File: src/design/weh_pkg.sv
// ----------------------------------------------------------------------------
// weh_pkg: shared types and constants of the weighted energy histogram.
// Store geometry, field widths, register indexes and the front-to-back job.
// ----------------------------------------------------------------------------
package weh_pkg;

  localparam int MAX_BINS       = 4096;
  localparam int PARTICLE_TYPES = 3;
  localparam int COLUMNS        = PARTICLE_TYPES + 1;

  localparam int BIN_W  = $clog2(MAX_BINS);
  localparam int COL_W  = (COLUMNS > 1) ? $clog2(COLUMNS) : 1;
  localparam int CELL_W = 64;
  localparam int ROW_W  = CELL_W * COLUMNS;

  // Field widths.
  localparam int ENERGY_W = 32;
  localparam int WEIGHT_W = 32;
  localparam int PTYPE_W  = 2;
  localparam int HINC_W   = 32;
  localparam int RBIN_W   = 12;
  localparam int RCOL_W   = 2;
  localparam int HIST_W   = 64;

  // Configuration registers.
  localparam int EMIN_W   = 32;
  localparam int KQ_W     = 48;
  localparam int KQ_HALF  = 24;
  localparam int KQ_FRAC  = 40;
  localparam int BUSED_W  = 13;
  localparam int CFG_W    = 48;
  localparam int CFG_IDX_W = 2;

  localparam logic [CFG_IDX_W-1:0] REG_ENERGY_MIN = 2'd0;
  localparam logic [CFG_IDX_W-1:0] REG_BINS_PER_EV = 2'd1;
  localparam logic [CFG_IDX_W-1:0] REG_BINS_USED  = 2'd2;

  localparam logic [KQ_W-1:0]    KQ_RESET    = 48'h010000000000;
  localparam logic [BUSED_W-1:0] BUSED_RESET = 13'd4096;

  // Bin arithmetic widths.
  localparam int PROD_W = ENERGY_W + KQ_HALF;           // 56
  localparam int SUM_W  = PROD_W + 1;                   // 57
  localparam int BFULL_W = SUM_W - (KQ_FRAC - KQ_HALF); // 41

  // Queue between front and back.
  localparam int FIFO_DEPTH = 2;
  localparam int FIFO_PTR_W = (FIFO_DEPTH > 1) ? $clog2(FIFO_DEPTH) : 1;
  localparam int FIFO_CNT_W = $clog2(FIFO_DEPTH + 1);

  // Stream packing.
  localparam int IN_DATA_W  = 112;
  localparam int OUT_DATA_W = 144;

  typedef struct packed {
    logic                is_read;
    logic [BIN_W-1:0]    row;
    logic [COL_W-1:0]    col;
    logic                in_range;
    logic                add_en;
    logic                cell_ok;
    logic [WEIGHT_W-1:0] weight;
    logic [HINC_W-1:0]   hinc;
  } job_t;

endpackage

File: src/design/weh_front.sv
// ----------------------------------------------------------------------------
// weh_front: request intake and bin classification.
// Holds the configuration registers and computes the bin of each record.
// ----------------------------------------------------------------------------
module weh_front (
  input  logic                              clk_i,
  input  logic                              rst_ni,
  input  logic                              cfg_we_i,
  input  logic [weh_pkg::CFG_IDX_W-1:0]     cfg_idx_i,
  input  logic [weh_pkg::CFG_W-1:0]         cfg_data_i,
  input  logic                              clearing_i,
  input  logic                              in_valid_i,
  output logic                              in_ready_o,
  input  logic                              func_i,
  input  logic [weh_pkg::ENERGY_W-1:0]      energy_i,
  input  logic [weh_pkg::WEIGHT_W-1:0]      weight_i,
  input  logic [weh_pkg::PTYPE_W-1:0]       ptype_i,
  input  logic [weh_pkg::HINC_W-1:0]        hinc_i,
  input  logic [weh_pkg::RBIN_W-1:0]        rbin_i,
  input  logic [weh_pkg::RCOL_W-1:0]        rcol_i,
  output logic                              push_valid_o,
  input  logic                              push_ready_i,
  output weh_pkg::job_t                     push_job_o
);

  typedef enum logic [1:0] {F_IDLE, F_MUL, F_BIN} fstate_e;

  fstate_e state_q, state_d;

  logic [weh_pkg::EMIN_W-1:0]  emin_q;
  logic [weh_pkg::KQ_W-1:0]    kq_q;
  logic [weh_pkg::BUSED_W-1:0] bused_q;

  logic [weh_pkg::ENERGY_W:0]   diff_q;
  logic                         func_q;
  logic [weh_pkg::WEIGHT_W-1:0] weight_q;
  logic [weh_pkg::PTYPE_W-1:0]  ptype_q;
  logic [weh_pkg::HINC_W-1:0]   hinc_q;
  logic [weh_pkg::RBIN_W-1:0]   rbin_q;
  logic [weh_pkg::RCOL_W-1:0]   rcol_q;
  logic [weh_pkg::PROD_W-1:0]   plo_q, phi_q;

  logic                          accept;
  logic [weh_pkg::SUM_W-1:0]     hi_sum;
  logic [weh_pkg::BFULL_W-1:0]   bin_full;
  logic [weh_pkg::BUSED_W-1:0]   limit;
  logic                          in_r;

  assign in_ready_o = (state_q == F_IDLE) && !clearing_i;
  assign accept     = in_valid_i && in_ready_o;

  always_comb begin
    limit = (bused_q > weh_pkg::BUSED_W'(weh_pkg::MAX_BINS)) ?
            weh_pkg::BUSED_W'(weh_pkg::MAX_BINS) : bused_q;
    hi_sum = weh_pkg::SUM_W'(phi_q) +
             weh_pkg::SUM_W'(plo_q[weh_pkg::PROD_W-1:weh_pkg::KQ_HALF]);
    bin_full = hi_sum[weh_pkg::SUM_W-1:weh_pkg::KQ_FRAC-weh_pkg::KQ_HALF];
    // The borrow bit of the difference marks an energy below the minimum.
    in_r = !func_q && !diff_q[weh_pkg::ENERGY_W] &&
           (bin_full < weh_pkg::BFULL_W'(limit));

    push_job_o.is_read  = func_q;
    push_job_o.row      = func_q ? weh_pkg::BIN_W'(rbin_q) :
                          (in_r ? bin_full[weh_pkg::BIN_W-1:0] : '0);
    push_job_o.col      = func_q ? weh_pkg::COL_W'(rcol_q) :
                          weh_pkg::COL_W'(ptype_q) + weh_pkg::COL_W'(1);
    push_job_o.in_range = in_r;
    push_job_o.add_en   = in_r && (int'(ptype_q) < weh_pkg::PARTICLE_TYPES);
    push_job_o.cell_ok  = func_q && (int'(rbin_q) < weh_pkg::MAX_BINS) &&
                          (int'(rcol_q) <= weh_pkg::PARTICLE_TYPES);
    push_job_o.weight   = weight_q;
    push_job_o.hinc     = hinc_q;
  end

  assign push_valid_o = (state_q == F_BIN);

  always_comb begin
    state_d = state_q;
    case (state_q)
      F_IDLE: if (accept) state_d = F_MUL;
      F_MUL:  state_d = F_BIN;
      F_BIN:  if (push_ready_i) state_d = F_IDLE;
      default: state_d = F_IDLE;
    endcase
  end

  always_ff @(posedge clk_i or negedge rst_ni) begin
    if (!rst_ni) begin
      state_q <= F_IDLE;
      emin_q  <= '0;
      kq_q    <= weh_pkg::KQ_RESET;
      bused_q <= weh_pkg::BUSED_RESET;
    end else begin
      state_q <= state_d;
      if (cfg_we_i) begin
        case (cfg_idx_i)
          weh_pkg::REG_ENERGY_MIN:  emin_q  <= cfg_data_i[weh_pkg::EMIN_W-1:0];
          weh_pkg::REG_BINS_PER_EV: kq_q    <= cfg_data_i[weh_pkg::KQ_W-1:0];
          weh_pkg::REG_BINS_USED:   bused_q <= cfg_data_i[weh_pkg::BUSED_W-1:0];
          default: ;
        endcase
      end
    end
  end

  always_ff @(posedge clk_i) begin
    if (accept) begin
      diff_q   <= {1'b0, energy_i} - {1'b0, emin_q};
      func_q   <= func_i;
      weight_q <= weight_i;
      ptype_q  <= ptype_i;
      hinc_q   <= hinc_i;
      rbin_q   <= rbin_i;
      rcol_q   <= rcol_i;
    end
    if (state_q == F_MUL) begin
      plo_q <= weh_pkg::PROD_W'(diff_q[weh_pkg::ENERGY_W-1:0] *
                                kq_q[weh_pkg::KQ_HALF-1:0]);
      phi_q <= weh_pkg::PROD_W'(diff_q[weh_pkg::ENERGY_W-1:0] *
                                kq_q[weh_pkg::KQ_W-1:weh_pkg::KQ_HALF]);
    end
  end

endmodule

File: config.mk
export PLATFORM = sky130hd
export DESIGN_NAME = weh_front
export DESIGN_NICKNAME = d
export VERILOG_FILES = /design/src/design/weh_pkg.sv /design/src/design/weh_front.sv
export SDC_FILE = /design/constraint.sdc
export NUM_CORES = 2
export LEC_CHECK = 0
export ABC_CLOCK_PERIOD_IN_PS = 22500
export BUFFER_PORTS_ARGS = -buffer_cell sky130_fd_sc_hd__buf_2
export CAP_MARGIN = 10
export CORE_ASPECT_RATIO = 0.5
export CORE_MARGIN = 4
export CORE_UTILIZATION = 38
export DETAILED_ROUTE_END_ITERATION = 8
export PLACE_DENSITY = 0.53
export SYNTH_ARGS = -nofsm -noshare
export SYNTH_HDL_FRONTEND = slang
export SYNTH_SLANG_ARGS = --single-unit
File: constraint.sdc
create_clock -name clk_i -period 22.5 [get_ports clk_i]
set_input_delay 2.25 -clock clk_i [delete_from_list [all_inputs] [get_ports clk_i]]
set_output_delay 2.25 -clock clk_i [all_outputs]
set_load 0.03 [all_outputs]
* Word-level counts from Yosys, hierarchy flattened
Cells that the tools add are included. Widths: inputs -> output; s select.
Storage, ports and cells: register bits 321, bits of input ports 169
Cells by class: add/sub/neg operators 3, $mul 2, magnitude comparators 3, equal/unequal tests 6, muxes and demuxes 7, reduce and logical (&&, ||, !) cells 14
Operators with widths (count):
- $mul 32x24->56 | 2
- $add 56x32->57 | 1
- $lt 41x13->1 | 1
- $sub 32x32->33 | 1
- $mux 12 | 2
- $gt 13x13->1 const B | 1
- $mux 13 | 1
- $reduce_and 2->1 | 4
- $mux 2 | 3
- $pmux 2 s3 | 1
- $logic_and 1x1->1 | 5
- $eq 2x1->1 const B | 2
- $eq 2x2->1 const B | 2
- $logic_not 2->1 | 2
- $logic_not 1->1 | 3
- $add 2x1->2 const B | 1
- $lt 2x2->1 const B | 1
- $ne 2x1->1 const B | 1
- $ne 2x2->1 const B | 1

* Logic depth before layout (Yosys ltp)
depth after elaboration 6, depth in mapped cells 28, mapped depth without buffers 26

* Worst setup path before layout
Ideal clock, no wire load.
kind register to register, from register diff_q[17] (netlist name), to register plo_q[46] (netlist name) (data pin), arrival 7043 ps, required time 22236 ps, path slack 15194 ps, cell stages (with the launch flop) 27, buffers on the path 2, period minus slack after synthesis 7306 ps, cell sequence edfxtp_1 clkbuf_1 clkbuf_1 nand2_1 fa_1 inv_1 fa_1 inv_1 fa_1 fa_1 inv_1 fa_1 fa_1 inv_1 fa_1 inv_1 ha_1 a21o_1 o41ai_1 o31ai_1 a41oi_1 o21a_1 o21ai_1 a211oi_1 a21oi_1 a221oi_1 xnor2_1
Between the ends: longest elaborated chain between the ends 1
Ends and longest elaborated chain:
- start: declaration | RTL line weh_front.sv:34 | logic [weh_pkg::ENERGY_W:0] diff_q;
- start signal: assignment | RTL line weh_front.sv:108 | diff_q <= {1'b0, energy_i} - {1'b0, emin_q};
- $mul 32x24->56 | RTL line weh_front.sv:117 | plo_q <= weh_pkg::PROD_W'(diff_q[weh_pkg::ENERGY_W-1:0] *
- end signal: assignment | RTL line weh_front.sv:117
- end: declaration | RTL line weh_front.sv:41 | logic [weh_pkg::PROD_W-1:0] plo_q, phi_q;
No other way between the ends. A chain may end at the register's enable or synchronous reset.

==> flow_summary.toml <==
[run]
maxCapViolCount = 0

[cts]
numCtsBuffers = 36
clock_latency_ns = 0.59
cts_setup_buffers = 0
clk_pin_slew_ns = 0.08
cts_sinks = 297
cts_tree = "done"
clockBufferDepth = 3
htree_levels = 2
root_buffer = "clkbuf_16"
cts_resized = 0
hold_buffers = 0

[cells_and_area]
fin_cells = 8787
drive_gt1_share_pct = 7.458
nNetsFinal = 8504
final_util_pct = 41.23
syn_to_final_growth_pct = 7.284

[critical_path]
path_cells = "ha_1, nand4_1, a211oi_2, o2111ai_1, a2111oi_2, o22ai_1, xnor2_1, ha_1, a21o_1, a21oi_1, nor2b_1, a2111oi_0, nand4_1, nor4b_1, nand4_1, or4_1, nor3_2, and3_4, a32o_1, buf_2"
endpoint = "push_job_o[76]"
worstRegToRegCells = 24
setup.worst_path.start_class = "flop"
worstPathRequired_ns = 20.25
crit_path_max_fanout = 12
arrival_ns = 6.47
cp_slowest_cell = "or4_1"
endpoint_kind = "primary output"
path_class = "flop to primary output"
crit_path_frequent_cell = "nand4_1"
slowest_delay_ns = 0.54
reg2reg_to = "plo_q[46]"
r2r_slack_ns = 13.83
r2r-start = "kq_q[1]"
cp-startpoint = "plo_q[25]"

[placed_design]
pre_cts_ws_ns = 13.80
gp_congestion = 0.8692
post-place-cells = 8718
hpwl_um = 136500
port_buffers = 252

[logic_synthesis]
syn_inst = 6557
yosysSeqAreaShare_pct = 13.59
async_reset_ff_share_pct = 31.99
ys_types = 79
ys.flop_type = "edfxtp_1"
synth_nets = 8478
ys.warnings.count = 0
syn_area_um2 = 62160
ys_seq_elements = 297
syn_avg_cell_area_um2 = 9.481
synth_edf_count = 202

[sta]
hold_viol = 0
period_share_pct = 38.75
finalClockSkew_ns = 0.03352
rsz0062_at_grt = "no"
tightest_slew_ns = 1.035
setup_tns_ns = 0
drv_slew = 0
min_period_ns = 8.719
setup_viol = 0
max_freq_mhz = 114.7
finalWorstSetupSlack_ns = 13.78
slew_headroom_pct = 30.08

[min_path]
min_from = "kq_q[22]"
hold_class = "flop to flop"

[global_route]
grt_pass1_vias = 46330
grt_overflow = 0
grt_usage_pct = 21.38
grt_pass1_wl_um = 282000
grt_antenna_before_repair = 13
grt_max_degree = 76

[die]
dieArea_um2 = 170500
start_util_pct = 38.43
design.core.area_um2 = 161700
rows = 104
fp.dieH_um = 294
dieWidth_um = 580
ios = 253

[routing]
viasPerCell = 4.973
dr.pass1.iters = 6
ant_nets = 0
num_vias = 43700
avgRoutedWirePerCell_um = 20.33
drt-total-wl_um = 178600
drtIter0Drc = 2881
route.detailed.drc = 0

[outcome]
status = "finished clean"
==> sequential cells by signal, summed over array words and instances, names as in the netlist <==
| register | cells |
|---|---|
| hinc_q | 32 |
| weight_q | 32 |
| plo_q | 32 |
| rbin_q | 12 |
| kq_q | 48 |
| phi_q | 56 |
| func_q | 1 |
| diff_q | 33 |
| bused_q | 13 |
| ptype_q | 2 |
| emin_q | 32 |
| rcol_q | 2 |
| state_q | 2 |
==> routing by layer <==
layer  up-vias  track usage (%)  part of all wire, %
met4         0            5.086                  2.5
met5         -                0                    0
met3       196            1.985                  4.9
met2      1062            35.81                   48
li1      19570                -                    -
met1     22870            30.13                   45
==> cells in the mapped netlist, drive strengths merged (37+ instances only) <==
master / count / area, µm²
inv: 1519 / 5702
fa: 1316 / 26350
nand2: 889 / 3337
and2: 785 / 4913
ha: 436 / 5455
clkbuf: 333 / 1250
edfxtp: 202 / 6066
a21oi: 116 / 580.6
o21ai: 106 / 530.5
nor2: 95 / 356.6
dfrtp: 93 / 2327
a21o: 91 / 683.2
xnor2: 90 / 788.3
mux2: 64 / 720.7
nand3: 37 / 185.2
==> stage by stage <==
| stage | hold WS [ns] | area, µm² |
|---|---|---|
| floorplan | 0.4707 | 62160 |
| global placement | 0.4873 | 65480 |
| detailed placement | 0.4938 | 65480 |
| CTS | 0.5076 | 66680 |
| global route | 0.5167 | 66680 |
| finish | 0.5063 | 66690 |
==> cells in the final DEF (no fill, tap or decap), drive strengths merged, types with 6 or more instances in the layout <==
cell type | netlist | routed
buf | 11 | 332
nor3 | 32 | 32
or3 | 8 | 8
o21a | 23 | 23
a21oi | 116 | 116
ha | 436 | 436
a31oi | 14 | 14
a32o | 13 | 13
nand3b | 7 | 7
mux2 | 64 | 64
xnor2 | 90 | 90
a221oi | 7 | 7
dfrtp | 93 | 93
o211ai | 11 | 11
nand2b | 16 | 16
and2 | 785 | 785
a21boi | 9 | 9
nor2 | 95 | 95
o21ai | 106 | 106
nand4 | 32 | 32
clkinv | 0 | 17
clkbuf | 333 | 39
fa | 1316 | 1316
o2111ai | 6 | 6
edfxtp | 202 | 202
nor2b | 18 | 18
a211oi | 13 | 13
a41oi | 6 | 6
nand2 | 889 | 889
and4 | 11 | 11
o31ai | 7 | 7
a21o | 91 | 91
nor4 | 8 | 8
inv | 1519 | 1521
xor2 | 32 | 32
nand3 | 37 | 37
a211o | 8 | 8
o21bai | 12 | 12
and3 | 16 | 16
==> kinds of logic (layout without fill, tap and decap cells) <==
| family | after synthesis | after routing | synth area share, % |
|---|---|---|---|
| simple gates | 1974 | 1974 | 15.92 |
| buf+inv | 1863 | 1916 | 11.29 |
| fa+ha+maj | 1752 | 1752 | 51.16 |
| compound gates | 481 | 481 | 5.114 |
| flops | 297 | 297 | 13.59 |
| xor+xnor | 122 | 122 | 1.719 |
| mux | 68 | 68 | 1.224 |
| other cells | 0 | 4 | 0 |
==> how the worst min path moves through the flow <==
stage                 endpoint  slack (ns)  cells past startpoint
floorplan           bused_q[0]        0.47                      1
global placement    bused_q[0]        0.49                      1
detailed placement  bused_q[0]        0.49                      1
CTS                 bused_q[0]        0.51                      1
global route          kq_q[16]        0.52                      1
finish                kq_q[22]        0.51                      1
==> critical path, delay by kind of cell (launching register included) <==
kind	cells	cell delay (ns)
compound gates	8	2.41
simple gates	8	2.00
fa+ha+maj	2	0.59
flops	1	0.39
xor+xnor	1	0.29
buf+inv	1	0.20
==> layout make-up <==
class / count / area, µm²
antenna: 4 / 10.01
inverter: 1519 / 5702
multi-input combinational: 4397 / 46720
sequential: 297 / 8472
tap: 2173 / 2719
timing repair buffer: 332 / 1864
clock inverter: 26 / 274.0
clock buffer: 39 / 933.4
fill: 16120 / 95050
Power is left out: the tool's default activity adds up to more than one toggle a clock period on the data nets, which glitch-free logic cannot reach.
