==> config.mk <==
export PLATFORM = sky130hd
export DESIGN_NAME = weh_fifo
export DESIGN_NICKNAME = d
export VERILOG_FILES = /design/src/design/weh_pkg.sv /design/src/design/weh_fifo.sv
export SDC_FILE = /design/constraint.sdc
export NUM_CORES = 1
export LEC_CHECK = 0
export BUFFER_PORTS_ARGS = -buffer_cell sky130_fd_sc_hd__buf_2
export CAP_MARGIN = 20
export CELL_PAD_IN_SITES_DETAIL_PLACEMENT = 0
export CELL_PAD_IN_SITES_GLOBAL_PLACEMENT = 1
export CORE_ASPECT_RATIO = 0.75
export CORE_MARGIN = 1
export CORE_UTILIZATION = 43
export CTS_CLUSTER_SIZE = 30
export DETAILED_ROUTE_END_ITERATION = 8
export GPL_TIMING_DRIVEN = 0
export PLACE_DENSITY_LB_ADDON = 0.3
export SYNTH_ARGS = -nofsm -noshare
export SYNTH_HDL_FRONTEND = slang
export SYNTH_SLANG_ARGS = --single-unit
==> constraint.sdc <==
create_clock -name clk_i -period 11.7 [get_ports clk_i]
set_clock_uncertainty 0.05 [all_clocks]
set_input_delay 2.34 -clock clk_i [delete_from_list [all_inputs] [get_ports clk_i]]
set_output_delay 2.34 -clock clk_i [all_outputs]
set_load 0.005 [all_outputs]
==> src/design/weh_pkg.sv <==
// ----------------------------------------------------------------------------
// weh_pkg: shared types and constants of the weighted energy histogram.
// Store geometry, field widths, register indexes and the front-to-back job.
// ----------------------------------------------------------------------------
package weh_pkg;

  localparam int MAX_BINS       = 4096;
  localparam int PARTICLE_TYPES = 3;
  localparam int COLUMNS        = PARTICLE_TYPES + 1;

  localparam int BIN_W  = $clog2(MAX_BINS);
  localparam int COL_W  = (COLUMNS > 1) ? $clog2(COLUMNS) : 1;
  localparam int CELL_W = 64;
  localparam int ROW_W  = CELL_W * COLUMNS;

  // Field widths.
  localparam int ENERGY_W = 32;
  localparam int WEIGHT_W = 32;
  localparam int PTYPE_W  = 2;
  localparam int HINC_W   = 32;
  localparam int RBIN_W   = 12;
  localparam int RCOL_W   = 2;
  localparam int HIST_W   = 64;

  // Configuration registers.
  localparam int EMIN_W   = 32;
  localparam int KQ_W     = 48;
  localparam int KQ_HALF  = 24;
  localparam int KQ_FRAC  = 40;
  localparam int BUSED_W  = 13;
  localparam int CFG_W    = 48;
  localparam int CFG_IDX_W = 2;

  localparam logic [CFG_IDX_W-1:0] REG_ENERGY_MIN = 2'd0;
  localparam logic [CFG_IDX_W-1:0] REG_BINS_PER_EV = 2'd1;
  localparam logic [CFG_IDX_W-1:0] REG_BINS_USED  = 2'd2;

  localparam logic [KQ_W-1:0]    KQ_RESET    = 48'h010000000000;
  localparam logic [BUSED_W-1:0] BUSED_RESET = 13'd4096;

  // Bin arithmetic widths.
  localparam int PROD_W = ENERGY_W + KQ_HALF;           // 56
  localparam int SUM_W  = PROD_W + 1;                   // 57
  localparam int BFULL_W = SUM_W - (KQ_FRAC - KQ_HALF); // 41

  // Queue between front and back.
  localparam int FIFO_DEPTH = 2;
  localparam int FIFO_PTR_W = (FIFO_DEPTH > 1) ? $clog2(FIFO_DEPTH) : 1;
  localparam int FIFO_CNT_W = $clog2(FIFO_DEPTH + 1);

  // Stream packing.
  localparam int IN_DATA_W  = 112;
  localparam int OUT_DATA_W = 144;

  typedef struct packed {
    logic                is_read;
    logic [BIN_W-1:0]    row;
    logic [COL_W-1:0]    col;
    logic                in_range;
    logic                add_en;
    logic                cell_ok;
    logic [WEIGHT_W-1:0] weight;
    logic [HINC_W-1:0]   hinc;
  } job_t;

endpackage

==> src/design/weh_fifo.sv <==
// ----------------------------------------------------------------------------
// weh_fifo: short job queue between the front and the back.
// Lets the front take new requests while the back is still busy.
// ----------------------------------------------------------------------------
module weh_fifo (
  input  logic          clk_i,
  input  logic          rst_ni,
  input  logic          push_valid_i,
  output logic          push_ready_o,
  input  weh_pkg::job_t push_job_i,
  output logic          pop_valid_o,
  input  logic          pop_ready_i,
  output weh_pkg::job_t pop_job_o
);

  weh_pkg::job_t entry_q [weh_pkg::FIFO_DEPTH];

  logic [weh_pkg::FIFO_PTR_W-1:0] wr_ptr_q, rd_ptr_q;
  logic [weh_pkg::FIFO_CNT_W-1:0] count_q;
  logic                           push, pop;

  assign push_ready_o = (count_q != weh_pkg::FIFO_CNT_W'(weh_pkg::FIFO_DEPTH));
  assign pop_valid_o  = (count_q != '0);
  assign push         = push_valid_i && push_ready_o;
  assign pop          = pop_valid_o && pop_ready_i;
  assign pop_job_o    = entry_q[rd_ptr_q];

  function automatic logic [weh_pkg::FIFO_PTR_W-1:0] next_ptr(
    input logic [weh_pkg::FIFO_PTR_W-1:0] p
  );
    next_ptr = (p == weh_pkg::FIFO_PTR_W'(weh_pkg::FIFO_DEPTH - 1)) ?
               '0 : p + weh_pkg::FIFO_PTR_W'(1);
  endfunction

  always_ff @(posedge clk_i or negedge rst_ni) begin
    if (!rst_ni) begin
      wr_ptr_q <= '0;
      rd_ptr_q <= '0;
      count_q  <= '0;
    end else begin
      if (push) wr_ptr_q <= next_ptr(wr_ptr_q);
      if (pop)  rd_ptr_q <= next_ptr(rd_ptr_q);
      if (push && !pop)      count_q <= count_q + weh_pkg::FIFO_CNT_W'(1);
      else if (pop && !push) count_q <= count_q - weh_pkg::FIFO_CNT_W'(1);
    end
  end

  always_ff @(posedge clk_i) begin
    if (push) entry_q[wr_ptr_q] <= push_job_i;
  end

endmodule

# Word level (Yosys, flattened, before mapping)
# Memories as Yosys holds them, arrays and structs flattened.
# Index checks and enable logic that the tools add are counted.
dict set report word_totals {
  regBits 4
  ramBits 164
  in_bits 86
  out_inout_bits 84
  wordCells 23
  memories 1
}
dict set report classes {
  add_sub_neg 4
  eq_ne 1
  mux 6
  n_reduce_logical 8
}
# name depth width rd rd_clocked_by_memory_dff write_ports line_no
set mem_list {}
lappend mem_list {entry_q 2 82 1 0 1 weh_fifo.sv:16} ;# weh_pkg::job_t entry_q [weh_pkg::FIFO_DEPTH];
# operator count
set ops {}
lappend ops {{logical AND 1 bit} 4}
lappend ops {{2-to-1 mux 1 bit} 4}
lappend ops {{2-to-1 mux 2 bit} 2}
lappend ops {{nonzero test 2 bit} 2}
lappend ops {{adder 1 bit (second input constant)} 2}
lappend ops {{adder 2 x 1 -> 2 bit (second input constant)} 1}
lappend ops {{logical NOT 1 bit} 2}
lappend ops {{!= test 2 bit (second input constant)} 1}
lappend ops {{subtractor 2 x 1 -> 2 bit (second input constant)} 1}

# Logic depth before layout (Yosys ltp)
# Gate-level depths: netlist of the first run.
dict set report depth {
  ltp_word 6
  mapped_depth 7
}

# Worst setup path after synthesis of the first run
# Ideal clock, no wire load.
dict set report synth_timing {
  path_kind {input to register}
  from {input port push_valid_i}
  to {memory entry_q[0][0] (netlist name), enable pin}
  arrival_ps 5848
  required_time_ps 11127
  slack_ps 5279
  cell_stages 2
  path_buffers 0
  path_cell_list {nand2_1 nor2_1}
}
dict set report synth_between {
  elab_chain_len 3
}
# item line_no
set synth_lines {}
lappend synth_lines {{start, declared} weh_fifo.sv:8} ;# input logic push_valid_i,
lappend synth_lines {{logical AND 1 bit} weh_fifo.sv:24} ;# assign push = push_valid_i && push_ready_o;
lappend synth_lines {{2-to-1 mux 1 bit} weh_fifo.sv:49} ;# if (push) entry_q[wr_ptr_q] <= push_job_i;
lappend synth_lines {{2-to-1 mux 1 bit (implied by the code)} weh_fifo.sv:49}
lappend synth_lines {{end, declared} weh_fifo.sv:16}
# No other way between the ends.

==> results of run 1 <==
cell families (layout without fill, tap and decap cells):
family                   Yosys count  after routing
buffers and inverters             10            214
flip-flops                       168            168
XOR/XNOR                           5              5
AND/OR/NAND/NOR                    7              7
adder cells (fa/ha/maj)            1              1
multiplexers                      82             82
state kept, by name, summed over array words and instances, names as in the netlist:
register	cells
count_q	2
entry_q	164
rd_ptr_q	1
wr_ptr_q	1
final timing paths:
path	start	to	slack [ps]	cells after the start
max	rd_ptr_q	pop_job_o[27]	7670	4
min reg2reg	count_q[1]	count_q[1]	480	1
min	count_q[1]	count_q[1]	480	1
min in group asynchronous	rst_ni	wr_ptr_q	1670	1
max in group asynchronous	rst_ni	rd_ptr_q	9810	1
max reg2reg	count_q[0]	entry_q[0][4]	9550	4
layer usage:
layer	track usage	share of wire	vias up
met3	0.0717	0.10	11
met2	0.243	0.48	123
met5	0	0	-
li1	-	-	1472
met4	0.0729	0.0082	0
met1	0.171	0.41	1521
synthesized netlist by cell type:
cell type and count:
sky130_fd_sc_hd__mux2_2 12, sky130_fd_sc_hd__buf_2 1, sky130_fd_sc_hd__buf_12 7, sky130_fd_sc_hd__buf_6 1, sky130_fd_sc_hd__mux2_4 70, sky130_fd_sc_hd__inv_1 1
sky130_fd_sc_hd__nor2_1 2, sky130_fd_sc_hd__xnor2_1 3, sky130_fd_sc_hd__nand2b_1 1, sky130_fd_sc_hd__and3_1 1, sky130_fd_sc_hd__edfxtp_1 164, sky130_fd_sc_hd__ha_1 1
sky130_fd_sc_hd__dfrtp_1 4, sky130_fd_sc_hd__or2_2 1, sky130_fd_sc_hd__nand2_1 2, sky130_fd_sc_hd__xor2_1 2
per-stage QoR:
| stage | worst slack, ps | utilization | instances | cell area, um2 |
|---|---|---|---|---|
| finish | 7670 | 0.567 | 677 | 8250 |
| floorplan | 5280 | - | 273 | 6460 |
| detailed placement | 7640 | 0.525 | 645 | 7640 |
| CTS | 7620 | 0.567 | 677 | 8250 |
| global placement | 3210 | 0.519 | 642 | 7560 |
| global route | 7600 | 0.567 | 677 | 8250 |
power by group:
part	leakage (nW)	internal, W	switching [W]	total (W)
Clock	0.297	0.000355	0.000215	0.000570
Combinational	1.44	0.000371	0.000289	0.000660
Sequential	1.57	0.000823	0.0000347	0.000858
Total	3.31	0.00155	0.000539	0.00209
cells in the final DEF, fill, tap and decap left out:
cell type / synthesis / layout
sky130_fd_sc_hd__nand2b_1: 1 / 1
sky130_fd_sc_hd__buf_2: 1 / 170
sky130_fd_sc_hd__buf_6: 1 / 1
sky130_fd_sc_hd__buf_12: 7 / 9
sky130_fd_sc_hd__mux2_4: 70 / 70
sky130_fd_sc_hd__dfrtp_1: 4 / 4
sky130_fd_sc_hd__mux2_2: 12 / 12
sky130_fd_sc_hd__nand2_1: 2 / 2
sky130_fd_sc_hd__clkbuf_1: 0 / 1
sky130_fd_sc_hd__clkbuf_16: 0 / 17
sky130_fd_sc_hd__edfxtp_1: 164 / 164
sky130_fd_sc_hd__nor2_4: 0 / 1
sky130_fd_sc_hd__nor2_1: 2 / 1
sky130_fd_sc_hd__buf_16: 0 / 1
sky130_fd_sc_hd__xor2_1: 2 / 2
sky130_fd_sc_hd__ha_1: 1 / 1
sky130_fd_sc_hd__clkinv_2: 0 / 3
sky130_fd_sc_hd__inv_6: 0 / 1
sky130_fd_sc_hd__clkinv_1: 0 / 3
sky130_fd_sc_hd__inv_1: 1 / 1
sky130_fd_sc_hd__and3_4: 0 / 1
sky130_fd_sc_hd__xnor2_1: 3 / 3
sky130_fd_sc_hd__clkinv_4: 0 / 2
sky130_fd_sc_hd__clkinvlp_4: 0 / 1
sky130_fd_sc_hd__bufinv_16: 0 / 4
sky130_fd_sc_hd__or2_2: 1 / 1
cell type report:
class	instances	area (um2)	share of cell area
buffer	9	156	0.0190
inverter	1	3.75	0.000455
tap	200	250	0.0303
clock buffer	18	429	0.0520
multi-input combinational	95	1290	0.156
clock inverter	14	180	0.0218
sequential	168	5020	0.609
timing repair buffer	172	913	0.111
==> impl_summary.md, run 1 <==
Die
The effective utilization at floorplan is 0.444. The core region is 14500 um2. For this design the top-level I/O count stands at 170. The width of the die is 144 um. The floorplan step set the die height to between 100 and 150 um. The die footprint is 15500 um2.

After floorplanning, the core was divided into 38 placement rows.

Placed design
The count of input and output buffers is about 170. Detailed placement finished with a half-perimeter wire length of 7460 um. The congestion estimate from routability-driven global placement came to ~0.69.

Critical path
The critical-path maximum fanout is 10. The data arrival at the endpoint of the critical path is 1640 ps. The number of buffers and inverters on the critical path is 3. The kind of launch point of the worst setup path is a flop.

The setup path with the least slack is of type reg2out. The sort of element at the end of the critical path is an output pin. The critical path goes through buf_6 > buf_12 > mux2_4 > buf_2. The cell class contributing the biggest share of worst-path delay is buffers and inverters. The worst endpoint required time is between 9000 and 10000 ps. The largest individual stage delay along the critical path comes from the cell sky130_fd_sc_hd__dfrtp_1. For this run, the slowest stage of the critical path takes 350 ps.

Finish
The number of nets in the finished design is 551. The antenna diode count is 0. The area growth from synthesis to layout is 27.6%. After filler insertion, the fill cell instance count of the layout stands at 1150. The fraction of layout cells with a size suffix above 1 is 0.616.

CTS
The source-to-sink clock delay at the later pin of the worst-skew pair is about 410 ps. After clock tree synthesis, the clock-pin slew on the worst setup and hold paths is about 60 ps. The root cell of the clock tree is sky130_fd_sc_hd__clkbuf_16. The cts-stage hold buffer count is 0. The number of clock buffers added by TritonCTS is 17. In this run, post-CTS repair resized a total of 0 instances. The maximum count of clock buffers along a single path is 2. TritonCTS built the clock tree. The number of H-tree levels is 4. The number of sinks driven by the clock tree is roughly 170. Buffers added to address setup during post-CTS repair amount to 0.

Detailed routing
Wires add up to 11100 um. The iteration-0 DRC count of the detailed router is 94. The residual antenna-violating net count after detailed routing is 0. Using the TritonRoute via totals, the vias-per-cell ratio works out to approximately 4.6. Dividing the detail-routed wire length by the instance count gives around 16 um. The DRC violation count after routing is 0. The pre-antenna-repair detailed-routing pass consisted of 4 iterations. Summing over every cut layer, the via total after detailed routing is ~3100.

STA
Setup violations remaining at the end of the flow were counted as 0. Adding up every negative setup slack in the final design gives 0 ps. The clock period could shrink to 4030 ps. The final number of hold-violating endpoints was 0. Headroom to the max-slew limit came out at 0.349. Setup repair after global routing left no endpoint under its margin. The transition time at the pin with the least slew margin is ~970 ps. Final hold analysis gives a worst-case slack of 476 ps.

For this run, the top clock speed supported by timing is 248 MHz. The share of the cycle needed by the critical path after routing is 0.345. The count of pins over their slew limit is 0.

GRT
The total routing resource utilization after global routing is 0.152. The initial antenna violation count is 1. The via count of the first global-routing pass came to 3256.

The first global-routing pass estimated 16800 um of wire. The final global-route overflow total is 0. Entering global routing, the biggest net connects 45 pins.

Yosys
The synthesized design contains 168 register bits. The area share of and/or/nand/nor cells after synthesis is 0.00523. The share of the synthesized area in compound gates (AO/OA/AOI/OAI) is 0. The count of distinct cell types in the synthesized netlist is 16.

Of the total synthesized cell area, the portion taken by full adders, half adders and majority gates is 0.00194. Summed over all instances, the cell type with the most area after synthesis is sky130_fd_sc_hd__edfxtp_1. Sorting the synthesized cells by area gives the leading types as sky130_fd_sc_hd__edfxtp_1, sky130_fd_sc_hd__mux2_4, sky130_fd_sc_hd__buf_12. The mux share of post-synthesis cell area is 0.184.

The count of synthesis-stage warnings from yosys is 0. The fraction of synthesized cell area taken by the top area cell type is 0.762. The total nets after synthesis is 360. The xor and xnor area share after synthesis is 0.00678. In this run the cell area of the synthesized design comes to about 6500 um2. In the synthesized netlist, the number of instances is 273. The share of the Yosys chip area taken by registers is 0.778. The post-synthesis area per instance is 23.7 um2.

By area, the combinational part of the netlist is dominated by multiplexers.

Run
The tool flagged a number of max-cap violations equal to 0.

Worst hold path
The worst hold path belongs to the class reg2reg.

Power and ir drop
Summed over all cells, the static leakage comes to between 3 and 4 nW. The cell area power density is approximately 250 nW/um2. VDD sags by at most 133 uV. Total power for the finished layout comes to 0.00209 W.

Run status
The run finished with clean final reports.
(Power assumes the default switching activity.)
==> run 2: changes to the inputs <==
Clock period 11.7 ns to 3.8 ns, I/O delays scaled along.
==> impl_summary.md, run 2 (synthesis results as in run 1) <==
Run status
Result of the run: completed (unchanged).

Finish
The leading cell type in the layout, fill and taps excluded is sky130_fd_sc_hd__buf_2 (unchanged). The fraction of layout cells with a size suffix above 1 was 0.611 (was 0.616). The number of nets in the finished design is 551 (unchanged). The area of combinational cells with multiple inputs is 1290 um2 (unchanged).

Top flop regs: entry_q x164, count_q x2 (unchanged). The storage element area was 5020 um2 (unchanged). The flip-flop count of the largest register after layout is 164 (unchanged). Most used cells in the layout excluding fill and tap cells: sky130_fd_sc_hd__buf_2, sky130_fd_sc_hd__edfxtp_1, sky130_fd_sc_hd__mux2_4, sky130_fd_sc_hd__clkbuf_16, sky130_fd_sc_hd__mux2_2 (unchanged). The layout filler cell count is 1158 (was 1150).

The antenna diode count is 0 (unchanged). The area growth from synthesis to layout is 26.5% (was 27.6%). The register ranked first by flip-flop count is entry_q (unchanged). The post-route cell area is 8170 um2 (was 8250 um2).

STA
The top achievable clock speed is 412 MHz. The accumulated negative setup slack came to 0 ps (unchanged). The final setup slack of the worst path is 1370 ps (was 7670 ps).

The transition time at the pin with the least slew margin was 761 ps (was 974 ps). The final number of hold-violating endpoints was 0 (unchanged). The worst slew margin relative to its limit is 0.491 (was 0.349).

The count of final setup violators is 0 (unchanged). The share of the cycle needed by the critical path after routing is 0.638. Unrepaired setup endpoints after global routing: no (unchanged). The final critical-path required period is 2430 ps. The count of pins over their slew limit is 0 (unchanged).

Run
The max-capacitance violation count is 0 (unchanged).

Critical path
The worst endpoint required time came to 2990 ps (was 9310 ps). The sort of element at the end of the critical path is an output pin (unchanged). The startpoint-to-endpoint class of the critical path is reg2out (unchanged). The kind of launch point of the worst setup path is a flop (unchanged). The data arrival at the endpoint of the critical path is 1620 ps (was 1640 ps). The critical-path maximum fanout was 10 (unchanged).

GRT
The initial antenna violation count came to 1 (unchanged). The final global-route overflow total is 0 (unchanged). The total routing resource utilization after global routing came to 0.144 (was 0.152). The pin count of the biggest net entering global routing came to 45 (unchanged). The via count of the first global-routing pass is 3278 (was 3256). The first-pass GRT wire length came to 16300 um (was 16800 um).

Worst hold path
The path class of the lowest-slack min-delay path was in2async (was reg2reg).

Detailed routing
The routed via count divided by cell count is 4.61 (was 4.62). The DRC violation count after routing is 0 (unchanged). The average detailed-routed wire length per instance was 16.1 um (was 16.3 um). The detailed-route wire length was 10900 um (was 11100 um).

The total via count after detailed routing is 3118 (was 3127). The residual antenna-violating net count after detailed routing is 0 (unchanged). The number of detailed-routing iterations run before antenna repair is 4 (unchanged). The iteration-0 DRC count of the detailed router is 125 (was 94).

Power and ir drop
The cell internal power dissipation came to 0.00462 W (was 0.00155 W). The final total power came to 0.00625 W (was 0.00209 W). The switching part of the total power is 0.261 (was 0.258). The leakage power is 3.27 nW (was 3.31 nW).

The cell area power density was 765 nW/um2 (was 253 nW/um2). The relative contribution of the clock network to total power is 0.256 (was 0.273). The worst vdd rail ir drop came to 539 uV (was 133 uV).

The share of total power in combinational logic was 0.322 (was 0.316). The sequential power share is 0.422 (was 0.411). The total net switching power is 0.00163 W (was 0.000539 W).

CTS
The maximum count of clock buffers along a single path is 2 (unchanged). The clock tree from TritonCTS is built (unchanged). The number of H-tree levels is 4 (unchanged). The number of buffers inserted to repair setup after CTS is 0 (unchanged). The source-to-sink clock delay at the later pin of the worst-skew pair is 410 ps (about the same). The post-cts sizing count is 0 (unchanged). The number of buffers created by CTS is 17 (unchanged). The root cell of the clock tree is sky130_fd_sc_hd__clkbuf_16 (unchanged). The cts-stage hold buffer count was 0 (unchanged). The clock transition at the register clock pins on the worst setup and hold paths after CTS is 60 ps (about the same). The number of sinks driven by the clock tree is 168 (unchanged).

Die
The row count is 38 (unchanged). The effective utilization at floorplan is 0.444 (unchanged). The area of the placeable core came to 14500 um2 (unchanged). The die footprint is 15500 um2 (unchanged). The overall die height is 108 um (unchanged).

The width of the die came to 144 um (unchanged). The number of top-level design ports is 170 (unchanged).

Placed design
The total half-perimeter wirelength after legalization and detailed placement came to 7300 um (was 7460 um). The last weighted congestion value of the routability-driven placer is 0.681 (was 0.686). The instance area at placement is 7630 um2 (was 7640 um2). The count of input and output buffers came to 169 (unchanged).

The post-placement worst setup slack is 1490 ps (was 7640 ps).
==> run 2: cell count changes in the layout (fill, tap and decap cells not counted), sizes merged <==
cell	previous run	this run
inv	2	1
clkbuf	18	20
bufinv	4	2
==> run 2: path summary, 6_finish.rpt <==
kind / depth (start not counted) / to / start / slack [ps]
max: 4 / pop_job_o[50] / rd_ptr_q / 1370
min: 1 / wr_ptr_q / rst_ni / 100
max reg2reg: 4 / entry_q[0][11] / count_q[0] / 1760
min reg2reg: 1 / count_q[1] / count_q[1] / 460
max in group asynchronous: 1 / count_q[1] / rst_ni / 3480
min in group clk_i: 1 / count_q[1] / count_q[1] / 460
==> run 2: power groups by stage <==
| stage | Sequential [W] | Clock, W | Combinational (W) |
|---|---|---|---|
| finish | 0.00264 | 0.00160 | 0.00201 |
| global route | 0.00268 | 0.00171 | 0.00217 |
| CTS | 0.00265 | 0.00164 | 0.00206 |
| detailed placement | 0.00268 | 0 | 0.00205 |
| global placement | 0.00271 | 0 | 0.00199 |
| floorplan | 0.00268 | 0 | 0.00135 |
==> run 2: cell type report <==
cell class                 count  share of cell area
clock buffer                  20              0.0534
tap                          200              0.0306
multi-input combinational     95               0.158
clock inverter                11              0.0132
buffer                         9              0.0191
inverter                       1            0.000459
timing repair buffer         172               0.111
sequential                   168               0.615
==> run 2: worst max-delay path, cell delays in order, from the launching register on <==
cell and delay, ps:
sky130_fd_sc_hd__dfrtp_1 350, sky130_fd_sc_hd__buf_6 220, sky130_fd_sc_hd__buf_12 180, sky130_fd_sc_hd__mux2_4 310
sky130_fd_sc_hd__buf_2 140
==> run 2: per-layer routing <==
| metal | vias to the layer above | global-route usage | part of all wire |
|---|---|---|---|
| li1 | 1460 | - | - |
| met1 | 1523 | 0.178 | 0.43 |
| met2 | 119 | 0.217 | 0.46 |
| met3 | 14 | 0.0695 | 0.098 |
| met4 | 2 | 0.0616 | 0.010 |
| met5 | - | 0 | 0.0011 |
==> run 2: per-stage QoR <==
step / utilization / hold slack [ps] / cells
finish: 0.562 / 95.4 / 676
floorplan: - / 406 / 273
detailed placement: 0.524 / 456 / 645
global placement: 0.520 / 428 / 642
global route: 0.562 / 82.4 / 676
CTS: 0.562 / 75.3 / 676
==> run 3: changes to the inputs <==
Settings changed: CORE_UTILIZATION 43 to 40.
Clock period 3.8 ns to 2.04 ns, I/O delays scaled along.
==> impl_summary.md, run 3 (synthesis results as in run 1) <==
STA
The transition time at the pin with the least slew margin is 803 ps (was 761 ps). The share of the cycle needed by the critical path after routing is 1.00. The count of pins over their slew limit was 0 (unchanged).

The final critical-path required period is between 2000 and 2500 ps. The count of final setup violators is 9 (was 0). The worst slew margin relative to its limit came to 0.464 (was 0.491). Unrepaired setup endpoints after global routing: yes (was no). The accumulated negative setup slack is -11.7 ps (was 0 ps). The final worst hold slack was 127 ps (was 95.4 ps).

Based on the critical path, the design can be clocked at up to 489 MHz. The final number of hold-violating endpoints is 0 (unchanged). The final setup slack of the worst path was -4.37 ps (was 1370 ps).

Critical path
The startpoint-to-endpoint class of the critical path is reg2out (unchanged). The worst endpoint required time is 1580 ps (was 2990 ps). The sort of element at the end of the critical path was an output pin (unchanged).

The kind of launch point of the worst setup path was a flop (unchanged). The critical-path maximum fanout is 10 (unchanged). The data arrival at the endpoint of the critical path is 1590 ps (was 1620 ps).

The critical-path cell with the highest stage delay is sky130_fd_sc_hd__dfrtp_1 (unchanged). The cell class contributing the biggest share of worst-path delay is buffers and inverters (unchanged). The largest incremental delay on the critical path was 380 ps (was 350 ps). The critical path buffer and inverter count is 3 (unchanged). The most used cell along the critical path is sky130_fd_sc_hd__buf_12.

List of cells traversed by the critical path: buf_12 > buf_12 > mux2_4 > buf_6 (was buf_6 > buf_12 > mux2_4 > buf_2).

Detailed routing
The detailed-route wire length is 11300 um (was 10900 um). The number of detailed-routing iterations run before antenna repair is 4 (unchanged). The average detailed-routed wire length per instance is 16.5 um (was 16.1 um).

The iteration-0 DRC count of the detailed router is 140 (was 125). The total via count after detailed routing is 3109 (was 3118). The routed via count divided by cell count was 4.54 (was 4.61). The residual antenna-violating net count after detailed routing came to 0 (unchanged). The DRC violation count after routing came to 0 (unchanged).

CTS
The maximum count of clock buffers along a single path is 2 (unchanged). The clock transition at the register clock pins on the worst setup and hold paths after CTS is 60 ps (about the same). The root cell of the clock tree is sky130_fd_sc_hd__clkbuf_16 (unchanged). The source-to-sink clock delay at the later pin of the worst-skew pair is 410 ps (about the same). The number of H-tree levels was 4 (unchanged). The number of sinks driven by the clock tree was 168 (unchanged).

The number of buffers created by CTS is 17 (unchanged). The clock tree from TritonCTS is built (unchanged).

Finish
The area growth from synthesis to layout is 34.0% (was 26.5%). Most used cells in the layout excluding fill and tap cells: sky130_fd_sc_hd__edfxtp_1, sky130_fd_sc_hd__buf_2, sky130_fd_sc_hd__mux2_4, sky130_fd_sc_hd__buf_6, sky130_fd_sc_hd__clkbuf_16 (was sky130_fd_sc_hd__buf_2, sky130_fd_sc_hd__edfxtp_1, sky130_fd_sc_hd__mux2_4, sky130_fd_sc_hd__clkbuf_16, sky130_fd_sc_hd__mux2_2). The register ranked first by flip-flop count is entry_q (unchanged).

Top flop regs: entry_q x164, count_q x2 (unchanged). The number of nets in the finished design came to 554 (was 551). The leading cell type in the layout, fill and taps excluded is sky130_fd_sc_hd__edfxtp_1 (was sky130_fd_sc_hd__buf_2). The post-route cell area came to 8660 um2 (was 8170 um2). The antenna diode count was 0 (unchanged). The fraction of layout cells with a size suffix above 1 is 0.619 (was 0.611). The flip-flop count of the largest register after layout was 164 (unchanged).

Placed design
The count of input and output buffers is 169 (unchanged). The instance area at placement is 7660 um2 (was 7630 um2). The last weighted congestion value of the routability-driven placer was 0.665 (was 0.681). The total half-perimeter wirelength after legalization and detailed placement is 7420 um (was 7300 um). The post-placement worst setup slack is 2.39 ps (was 1490 ps).

Power and ir drop
The relative contribution of the clock network to total power came to 0.233 (was 0.256). The sequential power share was 0.395 (was 0.422). The cell area power density is 1440 nW/um2 (was 765 nW/um2).

The share of total power in combinational logic is 0.373 (was 0.322). The total net switching power was 0.00327 W (was 0.00163 W). The worst vdd rail ir drop is 655 uV (was 539 uV). The leakage power was 3.44 nW (was 3.27 nW). The switching part of the total power is 0.262 (was 0.261). The cell internal power dissipation is 0.00923 W (was 0.00462 W).

Die
The width of the die was 149 um (was 144 um). The overall die height came to 112 um (was 108 um). The area of the placeable core was 15500 um2 (was 14500 um2). The row count is 39 (was 38). The die footprint is 16700 um2 (was 15500 um2). The number of top-level design ports came to 170 (unchanged). The effective utilization at floorplan is 0.416 (was 0.444).

GRT
The via count of the first global-routing pass is 3251 (was 3278). The total routing resource utilization after global routing is 0.141 (was 0.144). The pin count of the biggest net entering global routing was 47 (was 45).

The first-pass GRT wire length is 17300 um (was 16300 um). The final global-route overflow total is 0 (unchanged). The initial antenna violation count is 1 (unchanged).

Run status
Result of the run: finished, violations left (was completed). The checks that failed: negative setup slack.

Worst hold path
The path class of the lowest-slack min-delay path is in2reg (was in2async).

Run
The max-capacitance violation count is 0 (unchanged).
-- run 3: changes by cell type in the layout (fill, tap and decap cells not counted), moves of 2 or more --
cell and change:
sky130_fd_sc_hd__inv_6 +2, sky130_fd_sc_hd__buf_6 +68, sky130_fd_sc_hd__clkbuf_1 -2, sky130_fd_sc_hd__buf_2 -69
-- run 3: final timing paths --
path	from	to	slack (ps)	cells after the start
setup / recovery	rd_ptr_q	pop_job_o[11]	-4	4
setup reg to reg	count_q[0]	entry_q[1][68]	170	3
max in group asynchronous	rst_ni	rd_ptr_q	1530	2
hold reg to reg	count_q[0]	count_q[0]	490	1
hold / removal	push_job_i[60]	entry_q[0][60]	130	1
min in group asynchronous	rst_ni	wr_ptr_q	290	2
-- run 3: layer usage --
layer	share of wire	global-route usage	routed length (um)
met5	0	0	0
met4	0.012	0.0551	130
met3	0.10	0.0687	1130
met2	0.47	0.223	5330
met1	0.42	0.167	4690
-- run 3: per-stage QoR --
stage               instances  utilization  power, W
floorplan                 273            -   0.00750
global route              685        0.558    0.0131
detailed placement        650        0.494   0.00887
CTS                       684        0.554    0.0125
global placement          647        0.489   0.00874
finish                    685        0.558    0.0125
-- run 3: area by class of cell --
class / count / area, um2
well taps: 205 / 256
clock inverters: 14 / 108
multi-input cells: 96 / 1310
clock buffers: 18 / 429
repair buffers: 174 / 1360
plain buffers: 9 / 165
inverters: 1 / 3.75
fillers: 1230 / 6860
flip-flops and latches: 168 / 5020
-- run 3: power groups by stage --
stage	Clock, W	Combinational [W]	Sequential [W]
after floorplan	0	0.00254	0.00496
after detailed placement	0	0.00387	0.00500
final	0.00291	0.00466	0.00493
after CTS	0.00298	0.00463	0.00494
after global placement	0	0.00373	0.00501
after global routing	0.00311	0.00501	0.00500
-- run 3: repair_timing --
item,in CTS,in global routing
setup buffers,1,0
endpoints found under the setup margin,102,137
endpoints found under the hold margin,4,0
hold buffers,1,0
gates cloned,0,1
pin swaps,1,1
resized for setup,62,9
